===== config.mk =====
export PLATFORM = sky130hd
export DESIGN_NAME = spectral_energy_band_ratio
export DESIGN_NICKNAME = d
export VERILOG_FILES = /design/src/hw/rtl/sebr_pkg.sv /design/src/hw/rtl/sebr_front.sv /design/src/hw/rtl/sebr_queue.sv /design/src/hw/rtl/sebr_back.sv /design/src/hw/rtl/spectral_energy_band_ratio.sv
export SDC_FILE = /design/constraint.sdc
export NUM_CORES = 2
export LEC_CHECK = 0
export ABC_CLOCK_PERIOD_IN_PS = 16850
export BUFFER_PORTS_ARGS = -buffer_cell sky130_fd_sc_hd__buf_2
export CELL_PAD_IN_SITES_DETAIL_PLACEMENT = 0
export CELL_PAD_IN_SITES_GLOBAL_PLACEMENT = 1
export CORE_MARGIN = 4
export CORE_UTILIZATION = 50
export CTS_BUF_LIST = sky130_fd_sc_hd__clkbuf_8
export DETAILED_ROUTE_END_ITERATION = 10
export GPL_TIMING_DRIVEN = 0
export PLACE_DENSITY = 0.89
export SYNTH_ARGS = -nofsm -noshare
export SYNTH_HDL_FRONTEND = slang
export SYNTH_SLANG_ARGS = --single-unit

===== constraint.sdc =====
create_clock -name clk -period 16.85 [get_ports clk]
set_clock_uncertainty 0.1 [all_clocks]
set_input_delay 1.685 -clock clk [delete_from_list [all_inputs] [get_ports clk]]
set_output_delay 1.685 -clock clk [all_outputs]
set_load 0.05 [all_outputs]

===== src/hw/rtl/sebr_pkg.sv =====
// Shared types, widths and codes for the spectral energy band ratio block.
// Depends on nothing; every other file of the block imports it.
`default_nettype none

package sebr_pkg;

    // Sizing of the spectrum stream and the accumulators.
    localparam int MAX_BINS   = 4096;
    localparam int MAG_W      = 16;
    localparam int SQ_W       = 2 * MAG_W;
    localparam int ACC_W      = 44;
    localparam int IDX_W      = 13;
    localparam int NORM_W     = 17;
    localparam int THR_W      = 32;
    localparam int RATIO_W    = 17;
    localparam int STATUS_W   = 2;
    localparam int PROD_W     = NORM_W + IDX_W;
    localparam int EDGE_W     = PROD_W + 1 - 16;

    // Configuration port.
    localparam int CFG_IDX_W  = 2;
    localparam int CFG_DATA_W = 32;

    // Job queue between the accumulation front and the divider back.
    localparam int QDEPTH     = 4;
    localparam int QPTR_W     = $clog2(QDEPTH);
    localparam int QLVL_W     = QPTR_W + 1;

    // Divider step counter.
    localparam int CNT_W      = $clog2(RATIO_W);

    localparam logic [ACC_W-1:0]   ACC_MAX   = {ACC_W{1'b1}};
    localparam logic [RATIO_W-1:0] RATIO_ONE = RATIO_W'(65536);
    localparam logic [IDX_W-1:0]   IDX_MAX   = {IDX_W{1'b1}};

    // Register indexes.
    localparam logic [CFG_IDX_W-1:0] REG_BIN_COUNT = 2'd0;
    localparam logic [CFG_IDX_W-1:0] REG_START     = 2'd1;
    localparam logic [CFG_IDX_W-1:0] REG_STOP      = 2'd2;
    localparam logic [CFG_IDX_W-1:0] REG_THRESHOLD = 2'd3;

    // Result status codes.
    localparam logic [STATUS_W-1:0] ST_OK     = 2'd0;
    localparam logic [STATUS_W-1:0] ST_SILENT = 2'd1;
    localparam logic [STATUS_W-1:0] ST_ORDER  = 2'd2;
    localparam logic [STATUS_W-1:0] ST_LENGTH = 2'd3;

    typedef struct packed {
        logic [MAG_W-1:0] magnitude;
        logic             last_bin;
    } item_t;

    typedef struct packed {
        logic [RATIO_W-1:0]  ratio;
        logic [STATUS_W-1:0] status;
    } result_t;

    typedef struct packed {
        logic [IDX_W-1:0]  bin_count;
        logic [NORM_W-1:0] start_norm;
        logic [NORM_W-1:0] stop_norm;
        logic [THR_W-1:0]  silence_threshold;
    } cfg_t;

    // One finished frame waiting for its division.
    typedef struct packed {
        logic [ACC_W-1:0]    band;
        logic [ACC_W-1:0]    total;
        logic [STATUS_W-1:0] status;
    } job_t;

endpackage

`default_nettype wire


===== src/hw/rtl/sebr_front.sv =====
// Front part: takes spectrum bins, classifies them against the band edges,
// squares and accumulates them, and hands one job per frame to the queue.
// Depends on sebr_pkg.
`default_nettype none

module sebr_front (
    input  logic                       clk,
    input  logic                       rst_n,
    input  logic                       push,
    input  sebr_pkg::item_t            item,
    output logic                       full,
    input  sebr_pkg::cfg_t             cfg,
    input  logic [sebr_pkg::QLVL_W-1:0] q_level,
    output logic                       job_push,
    output sebr_pkg::job_t             job
);
    import sebr_pkg::*;

    logic                accept;
    logic [IDX_W-1:0]    n_eff;
    logic [IDX_W-1:0]    n_m1;
    logic [PROD_W:0]     start_sum;
    logic [PROD_W:0]     stop_sum;
    logic [EDGE_W-1:0]   start_edge;
    logic [EDGE_W:0]     stop_raw;
    logic [EDGE_W:0]     stop_edge;
    logic                in_band;
    logic [IDX_W:0]      frame_len;
    logic [STATUS_W-1:0] pre_status;
    logic [QLVL_W+1:0]   pending;

    logic [IDX_W-1:0]    idx_reg, idx_next;
    logic                s1_valid_reg;
    logic [MAG_W-1:0]    s1_mag_reg;
    logic                s1_band_reg;
    logic                s1_last_reg;
    logic [STATUS_W-1:0] s1_status_reg;
    logic                s2_valid_reg;
    logic [SQ_W-1:0]     s2_sq_reg;
    logic                s2_band_reg;
    logic                s2_last_reg;
    logic [STATUS_W-1:0] s2_status_reg;
    logic [ACC_W-1:0]    total_reg, total_next;
    logic [ACC_W-1:0]    band_reg, band_next;
    logic [ACC_W:0]      total_sum;
    logic [ACC_W:0]      band_sum;

    // Frames still on their way to the queue count against its free space.
    assign pending = (QLVL_W+2)'(q_level)
                   + (QLVL_W+2)'(s1_valid_reg & s1_last_reg)
                   + (QLVL_W+2)'(s2_valid_reg & s2_last_reg);
    assign full    = (pending >= (QLVL_W+2)'(QDEPTH));
    assign accept  = push & ~full;

    // Effective bin count, clamped to the supported range.
    always_comb
    begin
        if (cfg.bin_count == '0)
            n_eff = IDX_W'(1);
        else if (cfg.bin_count > IDX_W'(MAX_BINS))
            n_eff = IDX_W'(MAX_BINS);
        else
            n_eff = cfg.bin_count;
    end

    // Band edges rounded to the nearest bin; stop is one past the band.
    assign n_m1       = n_eff - IDX_W'(1);
    assign start_sum  = (PROD_W+1)'(cfg.start_norm) * (PROD_W+1)'(n_m1)
                      + (PROD_W+1)'(32768);
    assign stop_sum   = (PROD_W+1)'(cfg.stop_norm) * (PROD_W+1)'(n_m1)
                      + (PROD_W+1)'(32768);
    assign start_edge = start_sum[PROD_W:16];
    assign stop_raw   = {1'b0, stop_sum[PROD_W:16]} + (EDGE_W+1)'(1);
    assign stop_edge  = (stop_raw > (EDGE_W+1)'(n_eff)) ? (EDGE_W+1)'(n_eff) : stop_raw;

    assign in_band = ((EDGE_W)'(idx_reg) >= start_edge)
                   && ((EDGE_W+1)'(idx_reg) < stop_edge);

    // Error status of a frame, settled when its last bin arrives.
    assign frame_len = {1'b0, idx_reg} + (IDX_W+1)'(1);
    always_comb
    begin
        if (cfg.stop_norm < cfg.start_norm)
            pre_status = ST_ORDER;
        else if (frame_len != {1'b0, n_eff})
            pre_status = ST_LENGTH;
        else
            pre_status = ST_OK;
    end

    // Bin index within the frame, saturating on over-long frames.
    always_comb
    begin
        idx_next = idx_reg;
        if (accept)
        begin
            if (item.last_bin)
                idx_next = '0;
            else if (idx_reg != IDX_MAX)
                idx_next = idx_reg + IDX_W'(1);
        end
    end

    // Saturating accumulation of the squared bins.
    assign total_sum = {1'b0, total_reg} + (ACC_W+1)'(s2_sq_reg);
    assign band_sum  = {1'b0, band_reg} + (ACC_W+1)'(s2_sq_reg);

    always_comb
    begin
        total_next = total_reg;
        band_next  = band_reg;
        if (s2_valid_reg)
        begin
            total_next = total_sum[ACC_W] ? ACC_MAX : total_sum[ACC_W-1:0];
            if (s2_band_reg)
                band_next = band_sum[ACC_W] ? ACC_MAX : band_sum[ACC_W-1:0];
        end
    end

    // A frame's last bin pushes its sums and clears the accumulators.
    assign job_push   = s2_valid_reg & s2_last_reg;
    assign job.band   = band_next;
    assign job.total  = total_next;
    assign job.status = s2_status_reg;

    // Control state of the two pipeline stages and the accumulators.
    always_ff @(posedge clk or negedge rst_n)
    begin
        if (!rst_n)
        begin
            idx_reg      <= '0;
            s1_valid_reg <= 1'b0;
            s2_valid_reg <= 1'b0;
            total_reg    <= '0;
            band_reg     <= '0;
        end
        else
        begin
            idx_reg      <= idx_next;
            s1_valid_reg <= accept;
            s2_valid_reg <= s1_valid_reg;
            if (job_push)
            begin
                total_reg <= '0;
                band_reg  <= '0;
            end
            else
            begin
                total_reg <= total_next;
                band_reg  <= band_next;
            end
        end
    end

    // Stage payloads: classified bin, then its square.
    always_ff @(posedge clk)
    begin
        s1_mag_reg    <= item.magnitude;
        s1_band_reg   <= in_band;
        s1_last_reg   <= item.last_bin;
        s1_status_reg <= pre_status;
        s2_sq_reg     <= SQ_W'(s1_mag_reg) * SQ_W'(s1_mag_reg);
        s2_band_reg   <= s1_band_reg;
        s2_last_reg   <= s1_last_reg;
        s2_status_reg <= s1_status_reg;
    end

endmodule

`default_nettype wire


===== src/hw/rtl/sebr_queue.sv =====
// Short job queue between the accumulation front and the divider back.
// Depends on sebr_pkg.
`default_nettype none

module sebr_queue (
    input  logic                        clk,
    input  logic                        rst_n,
    input  logic                        wr_en,
    input  sebr_pkg::job_t              wr_job,
    input  logic                        rd_en,
    output sebr_pkg::job_t              rd_job,
    output logic [sebr_pkg::QLVL_W-1:0] level
);
    import sebr_pkg::*;

    job_t              mem_reg [QDEPTH];
    logic [QPTR_W-1:0] wr_ptr_reg;
    logic [QPTR_W-1:0] rd_ptr_reg;
    logic [QLVL_W-1:0] level_reg, level_next;

    assign rd_job = mem_reg[rd_ptr_reg];
    assign level  = level_reg;

    // Fill level follows pushes and pops.
    always_comb
    begin
        level_next = level_reg;
        if (wr_en && !rd_en)
            level_next = level_reg + QLVL_W'(1);
        else if (!wr_en && rd_en)
            level_next = level_reg - QLVL_W'(1);
    end

    // Pointers and level.
    always_ff @(posedge clk or negedge rst_n)
    begin
        if (!rst_n)
        begin
            wr_ptr_reg <= '0;
            rd_ptr_reg <= '0;
            level_reg  <= '0;
        end
        else
        begin
            if (wr_en)
                wr_ptr_reg <= wr_ptr_reg + QPTR_W'(1);
            if (rd_en)
                rd_ptr_reg <= rd_ptr_reg + QPTR_W'(1);
            level_reg <= level_next;
        end
    end

    // Entry storage.
    always_ff @(posedge clk)
    begin
        if (wr_en)
            mem_reg[wr_ptr_reg] <= wr_job;
    end

endmodule

`default_nettype wire


===== src/hw/rtl/sebr_back.sv =====
// Back part: takes one job per frame, decides its status and divides band
// by total energy one quotient bit a cycle; holds the result for the reader.
// Depends on sebr_pkg.
`default_nettype none

module sebr_back (
    input  logic                       clk,
    input  logic                       rst_n,
    input  logic [sebr_pkg::THR_W-1:0] threshold,
    input  logic                       job_valid,
    input  sebr_pkg::job_t             job,
    output logic                       job_pop,
    input  logic                       pop,
    output logic                       empty,
    output sebr_pkg::result_t          result
);
    import sebr_pkg::*;

    localparam logic [1:0] S_IDLE = 2'd0;
    localparam logic [1:0] S_EVAL = 2'd1;
    localparam logic [1:0] S_DIV  = 2'd2;
    localparam logic [1:0] S_DONE = 2'd3;

    logic [1:0]          state_reg, state_next;
    job_t                job_reg, job_next;
    logic [ACC_W:0]      rem_reg, rem_next;
    logic [RATIO_W-1:0]  quo_reg, quo_next;
    logic [CNT_W-1:0]    cnt_reg, cnt_next;
    logic [STATUS_W-1:0] status_reg, status_next;
    logic                out_valid_reg, out_valid_next;
    result_t             out_reg, out_next;

    logic                silent;
    logic                geq;
    logic [ACC_W:0]      rem_after;
    logic                load;

    assign silent = (job_reg.total <= ACC_W'(threshold)) || (job_reg.total == '0);

    // One restoring division step.
    assign geq       = (rem_reg >= {1'b0, job_reg.total});
    assign rem_after = geq ? (rem_reg - {1'b0, job_reg.total}) : rem_reg;

    // Sequencer: take a job, classify it, divide, deliver.
    always_comb
    begin
        state_next  = state_reg;
        job_next    = job_reg;
        rem_next    = rem_reg;
        quo_next    = quo_reg;
        cnt_next    = cnt_reg;
        status_next = status_reg;
        job_pop     = 1'b0;
        load        = 1'b0;
        unique case (state_reg)
            S_IDLE:
            begin
                if (job_valid)
                begin
                    job_pop    = 1'b1;
                    job_next   = job;
                    state_next = S_EVAL;
                end
            end
            S_EVAL:
            begin
                quo_next = '0;
                if (job_reg.status != ST_OK)
                begin
                    status_next = job_reg.status;
                    state_next  = S_DONE;
                end
                else if (silent)
                begin
                    status_next = ST_SILENT;
                    state_next  = S_DONE;
                end
                else
                begin
                    status_next = ST_OK;
                    rem_next    = {1'b0, job_reg.band};
                    cnt_next    = CNT_W'(RATIO_W - 1);
                    state_next  = S_DIV;
                end
            end
            S_DIV:
            begin
                rem_next = {rem_after[ACC_W-1:0], 1'b0};
                quo_next = {quo_reg[RATIO_W-2:0], geq};
                if (cnt_reg == '0)
                    state_next = S_DONE;
                else
                    cnt_next = cnt_reg - CNT_W'(1);
            end
            S_DONE:
            begin
                if (!out_valid_reg || pop)
                begin
                    load       = 1'b1;
                    state_next = S_IDLE;
                end
            end
            default:
            begin
                state_next = S_IDLE;
            end
        endcase
    end

    // Output slot: a finished result waits here until it is taken.
    always_comb
    begin
        out_valid_next = out_valid_reg & ~pop;
        out_next       = out_reg;
        if (load)
        begin
            out_valid_next = 1'b1;
            out_next.status = status_reg;
            out_next.ratio  = (quo_reg > RATIO_ONE) ? RATIO_ONE : quo_reg;
        end
    end

    assign empty  = ~out_valid_reg;
    assign result = out_reg;

    // Control state.
    always_ff @(posedge clk or negedge rst_n)
    begin
        if (!rst_n)
        begin
            state_reg     <= S_IDLE;
            out_valid_reg <= 1'b0;
        end
        else
        begin
            state_reg     <= state_next;
            out_valid_reg <= out_valid_next;
        end
    end

    // Datapath registers.
    always_ff @(posedge clk)
    begin
        job_reg    <= job_next;
        rem_reg    <= rem_next;
        quo_reg    <= quo_next;
        cnt_reg    <= cnt_next;
        status_reg <= status_next;
        out_reg    <= out_next;
    end

endmodule

`default_nettype wire


===== src/hw/rtl/spectral_energy_band_ratio.sv =====
// Top level of the spectral energy band ratio block: configuration registers,
// accumulation front, job queue and divider back. Depends on sebr_pkg.
//
// Usage. Spectrum bins enter as requests on the input queue port (push/full),
// one unsigned Q0.16 magnitude per request, last_bin marking the end of a
// frame. One request per clock is taken while full is low. Each frame yields
// one result (ratio, status) on the output queue port (empty/pop).
// Result path: when the divider is free, an ok frame's last bin goes through
// the square-and-accumulate pipeline into the job queue; the back then takes
// the job, classifies it, forms 17 quotient bits at one bit per cycle and
// loads the output slot. A frame with an error or silent status skips the
// division. Throughput: one bin per cycle while full is low; for short
// frames the shared bit-serial divider, which finishes one frame before it
// takes the next, sets the lower bound on the time per frame.
// Stalls: up to 4 finished frames wait in the job queue; full rises once the
// queued frames and the frames still in the two pipeline stages reach 4. A
// result that is not popped holds the divider, and bins keep streaming
// until the queue fills. Reset clears the queue, the accumulators and the
// bin index; registers return to bin_count 1024, start 0, stop 297 and
// threshold 0. Registers are written through cfg_write/cfg_index/cfg_data.
`default_nettype none

module spectral_energy_band_ratio (
    input  logic                            clk,
    input  logic                            rst_n,
    input  logic                            push,
    input  sebr_pkg::item_t                 item,
    output logic                            full,
    output logic                            empty,
    input  logic                            pop,
    output sebr_pkg::result_t               result,
    input  logic                            cfg_write,
    input  logic [sebr_pkg::CFG_IDX_W-1:0]  cfg_index,
    input  logic [sebr_pkg::CFG_DATA_W-1:0] cfg_data
);
    import sebr_pkg::*;

    cfg_t              cfg_reg, cfg_next;
    logic              job_push;
    job_t              job_in;
    logic              job_pop;
    job_t              job_head;
    logic [QLVL_W-1:0] q_level;

    // Configuration register file.
    always_comb
    begin
        cfg_next = cfg_reg;
        if (cfg_write)
        begin
            unique case (cfg_index)
                REG_BIN_COUNT: cfg_next.bin_count         = cfg_data[IDX_W-1:0];
                REG_START:     cfg_next.start_norm        = cfg_data[NORM_W-1:0];
                REG_STOP:      cfg_next.stop_norm         = cfg_data[NORM_W-1:0];
                REG_THRESHOLD: cfg_next.silence_threshold = cfg_data[THR_W-1:0];
                default:       cfg_next = cfg_reg;
            endcase
        end
    end

    always_ff @(posedge clk or negedge rst_n)
    begin
        if (!rst_n)
        begin
            cfg_reg.bin_count         <= IDX_W'(1024);
            cfg_reg.start_norm        <= '0;
            cfg_reg.stop_norm         <= NORM_W'(297);
            cfg_reg.silence_threshold <= '0;
        end
        else
        begin
            cfg_reg <= cfg_next;
        end
    end

    // Accumulation front.
    sebr_front u_front (
        .clk      (clk),
        .rst_n    (rst_n),
        .push     (push),
        .item     (item),
        .full     (full),
        .cfg      (cfg_reg),
        .q_level  (q_level),
        .job_push (job_push),
        .job      (job_in)
    );

    // Job queue.
    sebr_queue u_queue (
        .clk    (clk),
        .rst_n  (rst_n),
        .wr_en  (job_push),
        .wr_job (job_in),
        .rd_en  (job_pop),
        .rd_job (job_head),
        .level  (q_level)
    );

    // Divider back.
    sebr_back u_back (
        .clk       (clk),
        .rst_n     (rst_n),
        .threshold (cfg_reg.silence_threshold),
        .job_valid (q_level != '0),
        .job       (job_head),
        .job_pop   (job_pop),
        .pop       (pop),
        .empty     (empty),
        .result    (result)
    );

`ifndef SYNTH
    // The front never pushes a frame into a queue that has no room for it.
    a_queue_no_overflow: assert property (@(posedge clk) disable iff (!rst_n)
        job_push |-> ((q_level < QLVL_W'(QDEPTH)) || job_pop))
        else $error("job queue overflow");

    // The back only takes a job that is there.
    a_queue_no_underflow: assert property (@(posedge clk) disable iff (!rst_n)
        job_pop |-> (q_level != '0))
        else $error("job queue underflow");

    // Any status other than ok carries a zero ratio.
    a_error_ratio_zero: assert property (@(posedge clk) disable iff (!rst_n)
        (!empty && (result.status != ST_OK)) |-> (result.ratio == '0))
        else $error("non-zero ratio with error status");

    // A ratio never exceeds one.
    a_ratio_bound: assert property (@(posedge clk) disable iff (!rst_n)
        !empty |-> (result.ratio <= RATIO_ONE))
        else $error("ratio above one");
`endif

endmodule

`default_nettype wire


### Word level (Yosys, flattened, before mapping)

Memory sizes are Yosys's and may differ from the RTL's. A register that Yosys moved wholly into a read port is not among the register bits.
Index checks and enable logic that the tools add are counted.

| word-level totals | value |
|---|---|
| bits in writable memories | 360 |
| register bits | 336 |
| input bits | 56 |
| output and inout bits | 21 |
| memories | 1 |
| logic and storage cells | 145 |

| cells by class | value |
|---|---|
| equal/unequal tests | 14 |
| order comparisons | 9 |
| add/subtract/negate cells | 16 |
| bitwise operators | 8 |
| multiply operators | 3 |
| reduce and logical (&&, ||, !) cells | 27 |
| mux-type cells | 39 |

Memories:

| memory | words | bits a word | rd ports | clocked after Yosys merged registers in | wr ports | line | text |
|---|---|---|---|---|---|---|---|
| u_queue.mem_reg | 4 | 90 | 1 | 1 | 1 | sebr_queue.sv:16 | `job_t mem_reg [QDEPTH];` |

Operators with widths:

| operator | number |
|---|---|
| 44-bit two-way mux | 8 |
| 44-bit by 32-bit adder with 45-bit output | 2 |
| 45-bit two-way mux | 2 |
| 45-bit case mux with 2 select lines | 1 |
| 30-bit by 16-bit adder with 31-bit output, second input constant | 2 |
| 17-bit by 13-bit multiplier with 30-bit output | 2 |
| 13-bit two-way mux | 4 |
| 45-bit by 44-bit >= comparator with 1-bit output | 1 |
| 44-bit by 32-bit less-or-equal comparator with 1-bit output | 1 |
| 44-bit logical NOT | 1 |
| 44-bit subtractor | 1 |
| 17-bit case mux with 2 select lines | 1 |
| 16-bit by 16-bit multiplier with 32-bit output | 1 |
| 17-bit greater-than comparator, second input constant | 1 |
| 17-bit < comparator | 1 |
| 15-bit by 1-bit adder with 16-bit output, second input constant | 1 |
| 16-bit by 13-bit greater-than comparator with 1-bit output | 1 |
| 13-bit by 16-bit < comparator with 1-bit output | 1 |
| 16-bit two-way mux | 1 |
| 13-bit by 15-bit >= comparator with 1-bit output | 1 |
| 5-bit two-way mux | 3 |
| 13-bit by 1-bit adder with 14-bit output, second input constant | 1 |
| 14-bit by 13-bit != test with 1-bit output | 1 |
| 13-bit by 1-bit adder with 13-bit output, second input constant | 1 |
| 32 further kinds | 76 |

### Logic depth before layout (Yosys ltp)

| logic depth | value |
|---|---|
| depth after elaboration | 11 |
| gate-level depth with buffers | 55 |
| gate-level depth less buffers | 51 |

### Cells and area by module

A second synthesis with hierarchy kept.

| second synthesis, totals | value |
|---|---|
| cells, all modules | 5296 |
| area total of the unflattened synthesis | 59153.0 sq um |

Modules (own cells, without submodules):

| module | cells an instance | area each (sq um) | sequential area each (sq um) | instances |
|---|---|---|---|---|
| sebr_front | 3647 | 32155.8 | 3678.5 | 1 |
| sebr_queue | 502 | 13374.1 | 10985.5 | 1 |
| sebr_back | 978 | 10666.5 | 5420.2 | 1 |
| spectral_energy_band_ratio | 169 | 2956.6 | 1983.2 | 1 |

### Worst setup path before layout

OpenSTA, ideal clock, no wires.

| timing | value |
|---|---|
| kind | reg-to-reg |
| from | reg cfg_reg[76] (netlist name) |
| to | reg u_front.s1_band_reg |
| clock period less this slack | 10972 ps |
| arrival time | 10798 ps |
| path buffers | 4 |
| cell stages (with the launch flop) | 47 |
| library setup time | 74 ps |
| required time | 16676 ps |
| path slack | 5878 ps |
| cells stage by stage | dfstp_2 > nor4_2 > a41oi_2 > clkbuf_1 > clkbuf_1 > ha_1 > o21ai_0 > nor3_1 > xnor2_1 > clkbuf_1 > nand2_1 > fa_1 > inv_1 > fa_1 > fa_1 > fa_1 > fa_1 > fa_1 > [... 11 more ...] > xnor2_1 > ha_1 > nand3_1 > or3_1 > a21oi_1 > o311ai_2 > buf_6 > mux2i_1 > ha_1 > a21oi_1 > nor2b_1 > o21ai_0 > nand2b_1 > a21oi_1 > o21ai_0 > a21oi_1 > nand4_1 > a31oi_1 |

| between the ends | value |
|---|---|
| longest elaborated chain between the ends | 11 |
| elaborated cells between the ends (all ways) | 15 |
| those cells by class | 4 x add/sub; 2 x mul; 4 x order compare; 3 x mux; 2 x reduce/logical |

Ends and longest elaborated chain:

| what | line | text |
|---|---|---|
| from (decl) | spectral_energy_band_ratio.sv:38 | `cfg_t cfg_reg, cfg_next;` |
| from (signal assigned) | spectral_energy_band_ratio.sv:72 | `cfg_reg <= cfg_next;` |
| 13-bit greater-than comparator | sebr_front.sv:60 | `else if (cfg.bin_count > IDX_W'(MAX_BINS))` |
| 13-bit two-way mux | sebr_front.sv:60 |  |
| 13-bit two-way mux * | sebr_front.sv:58 | `if (cfg.bin_count == '0)` |
| 13-bit by 1-bit subtractor with 13-bit output | sebr_front.sv:67 | `assign n_m1 = n_eff - IDX_W'(1);` |
| 17-bit by 13-bit multiplier with 30-bit output | sebr_front.sv:70 | `assign stop_sum = (PROD_W+1)'(cfg.stop_norm) * (PROD_W+1)'(n_m1)` |
| 30-bit by 16-bit adder with 31-bit output | sebr_front.sv:71 | `+ (PROD_W+1)'(32768);` |
| 15-bit by 1-bit adder with 16-bit output | sebr_front.sv:73 | `assign stop_raw = {1'b0, stop_sum[PROD_W:16]} + (EDGE_W+1)'(1);` |
| 16-bit by 13-bit greater-than comparator with 1-bit output | sebr_front.sv:74 | `assign stop_edge = (stop_raw > (EDGE_W+1)'(n_eff)) ? (EDGE_W+1)'(n_eff) : stop_raw;` |
| 16-bit two-way mux | sebr_front.sv:74 |  |
| 13-bit by 16-bit < comparator with 1-bit output | sebr_front.sv:77 | `&& ((EDGE_W+1)'(idx_reg) < stop_edge);` |
| 1-bit logical AND * | sebr_front.sv:77 |  |
| net u_front.in_band | sebr_front.sv:27 | `logic in_band;` |
| to (signal assigned) | sebr_front.sv:159 | `s1_band_reg <= in_band;` |
| to (decl) | sebr_front.sv:35 | `logic s1_band_reg;` |

The timed path passes the listed nets; every way through them passes the cells marked *.
A chain may end at the register's enable or synchronous reset.

### Worst setup path after layout

| timing | value |
|---|---|
| from | reg cfg_reg[71] (netlist name) |
| to | reg u_front.s1_band_reg |

Same word-level chain as after synthesis.

==> flow_metrics.env <==
export IMPL_status="complete, no violations"
export IMPL_firstDrtPassIters=7
export IMPL_ioPinCount=77
export IMPL_reg2regPathDepth=46
export IMPL_start_util=0.504
export IMPL_io_buffers=76
export IMPL_antenna_found_initial=10
export IMPL_min_period_over_period=0.837
export IMPL_maxSlewViolCount=0
export IMPL_die_area_um2=123000
export IMPL_cp_max_fo=10
export IMPL_fin_setup_tns_ps=0
export IMPL_layout_drive_gt1_share=0.0859
export IMPL_synth_cells=5288
export IMPL_drc=0
export IMPL_final_nets=6550
export IMPL_clk_pin_slew_ps=70
export IMPL_cts_sinks=785
export IMPL_yosysTopAreaCell="edfxtp_1"
export IMPL_grt_pass1_wl_mm=231
export IMPL_syn_nets=6344
export IMPL_fmaxAchievable_mhz=70.9
export IMPL_synth_area_top_cells="edfxtp_1 (28%), fa_1 (17%), ha_1 (11%)"
export IMPL_hold_path_class="flip-flop to flip-flop"
export IMPL_hold_start="u_front.s1_status_reg[1]"
export IMPL_synth_area_um2=58500
export IMPL_crit_type="flip-flop to flip-flop"
export IMPL_yosys_top_cells_count="inv_1 (725), edfxtp_1 (538), ha_1 (504)"
export IMPL_cp_start_kind="flip-flop"
export IMPL_grt_pass1_vias=40900
export IMPL_r2r_setup_slack_ps=2750
export IMPL_dieHeight_um=350
export IMPL_wire_per_inst_um=20.6
export IMPL_drtIter0Drc=3569
export IMPL_cts_root_buffer="clkbuf_8"
export IMPL_critPathSlowestCell="dfrtp_1"
export IMPL_largest_reg_flops=360
export IMPL_synth_most_common_cell="inv_1"
export IMPL_clock_latency_ps=760
export IMPL_setup_viol=0
export IMPL_tritoncts="done"
export IMPL_whs_path_depth=0
export IMPL_seq_area_frac_synth=0.377
export IMPL_grt_overflow=0
export IMPL_synth_top_area_frac=0.276
export IMPL_cp_slowest_stage_delay_ps=640
export IMPL_cts_max_level=3
export IMPL_vias=40300
export IMPL_dieWidth_um=350
export IMPL_min_to="u_front.s2_status_reg[1]"
export IMPL_endpoint_kind="flip-flop"
export IMPL_ctsResizeCount=0
export IMPL_ys_ff_latch=785
export IMPL_crit_required_ps=17380
export IMPL_synthFlopType="edfxtp_1"
export IMPL_fin_crit_ps=14100
export IMPL_r2r_end="u_front.s1_band_reg"
export IMPL_drv_cap=0
export IMPL_synth_edf_count=538
export IMPL_cts_buffers=120
export IMPL_r2r_start="cfg_reg[71]"
export IMPL_worstPathArrival_ps=14630
export IMPL_hold_violations=0
export IMPL_cts_hold_buf=0
export IMPL_async_reset_ff_frac=0.245
export IMPL_rsz0062_at_grt="false"
export IMPL_worst_pin_slew_ps=1320
export IMPL_ant_nets=0
export IMPL_via_per_inst=5.65
export IMPL_grtUsageTotal=0.242
export IMPL_placementRows=125
export IMPL_gp_congestion=0.920
export IMPL_area_growth_pct=8.56
export IMPL_hold_ws_ps=195
export IMPL_yosysUniqueCellTypes=91
export IMPL_dp_hpwl_mm=114
export IMPL_grt_max_degree=111
export IMPL_wl_mm=146
export IMPL_slew_headroom=0.114
export IMPL_clock_path_buffers=3
export IMPL_synth_area_per_cell_um2=11.1
export IMPL_cp_common_cell="fa_1"
export IMPL_core_um2=116000
export IMPL_yosys_warnings=0
export IMPL_post_cts_buffers=0
critical path: cells and delay by family, from the launching register on:
kind,cells,cell delay [ps]
buffers and inverters,5,1850
adders and majority gates,10,4390
DFF,1,640
AOI/OAI and AO/OA,15,3690
xor gates and xnor gates,3,840
and+or+nand+nor,12,2270
muxes,1,120
worst max path at each step:
stage | from | end | slack, ps
floorplan | cfg_reg[76] | u_front.s1_band_reg | 5880
global placement | cfg_reg[71] | u_front.s1_band_reg | 3170
detailed placement | cfg_reg[71] | u_front.s1_band_reg | 3070
CTS | cfg_reg[71] | u_front.s1_band_reg | 2990
global route | cfg_reg[71] | u_front.s1_band_reg | 2170
finish | cfg_reg[71] | u_front.s1_band_reg | 2750
per-stage QoR:
stage / cell area (um2) / instances / worst slack [ps] / utilization
final: 63500 / 7125 / 2750 / 0.547
after global placement: 60800 / 6888 / 3170 / 0.523
after detailed placement: 61000 / 6895 / 3070 / 0.525
after global routing: 63500 / 7125 / 2170 / 0.547
after floorplan: 58500 / 5288 / 5880 / -
after CTS: 63500 / 7123 / 2990 / 0.547
placed cells by master, fill, tap and decap left out, drive strengths merged, types with 16 or more instances in the layout:
cell type	Yosys	routed
o21bai	22	22
a21oi	276	276
nand4	47	47
fa	496	496
clkinv	2	42
mux2i	28	28
a21o	118	118
a211oi	24	24
nor2	262	262
clkbuf	167	297
buf	25	109
ha	504	504
dfrtp	187	187
mux4	90	90
edfxtp	538	538
and2	229	229
nand2b	63	63
o21ai	145	145
and3	47	47
nor3	55	55
or3	16	16
dfxtp	55	55
a31oi	31	31
xor2	74	74
inv	726	772
nand3	60	60
xnor2	123	123
nor4	29	29
nand2	497	497
mux2	82	82
o21a	25	25
nor2b	61	61
layout make-up:
type	count	area, um2
antenna	1	2.50
buffer	192	738
clock buffer	130	1790
clock inverter	98	717
fill	9738	52700
inverter	728	2740
multi-input combinational	3583	33000
sequential	785	22100
tap	1524	1910
timing repair buffer	84	557
cell families (layout without fill, tap and decap cells):
group                    count (synthesis)  count (layout)  share of synthesized area
multiplexers                           200             200                     0.0552
buffers and inverters                  920            1232                     0.0593
other                                    0               1                          0
AND/OR/NAND/NOR                       1406            1406                      0.117
adder cells (fa/ha/maj)               1000            1000                      0.277
XOR/XNOR                               197             197                     0.0295
AO/OA/AOI/OAI                          780             780                     0.0849
flip-flops                             785             785                      0.377
routing by layer:
metal | vias to the layer above | track usage | share of wire
li1 | 18400 | - | -
met1 | 20100 | 0.344 | 0.43
met2 | 1499 | 0.386 | 0.46
met3 | 230 | 0.0422 | 0.079
met4 | 0 | 0.0646 | 0.028
met5 | - | 0 | 0
Power is not shown: default switching activity piles up to over one toggle a cycle in this logic, so the estimate is an artifact.
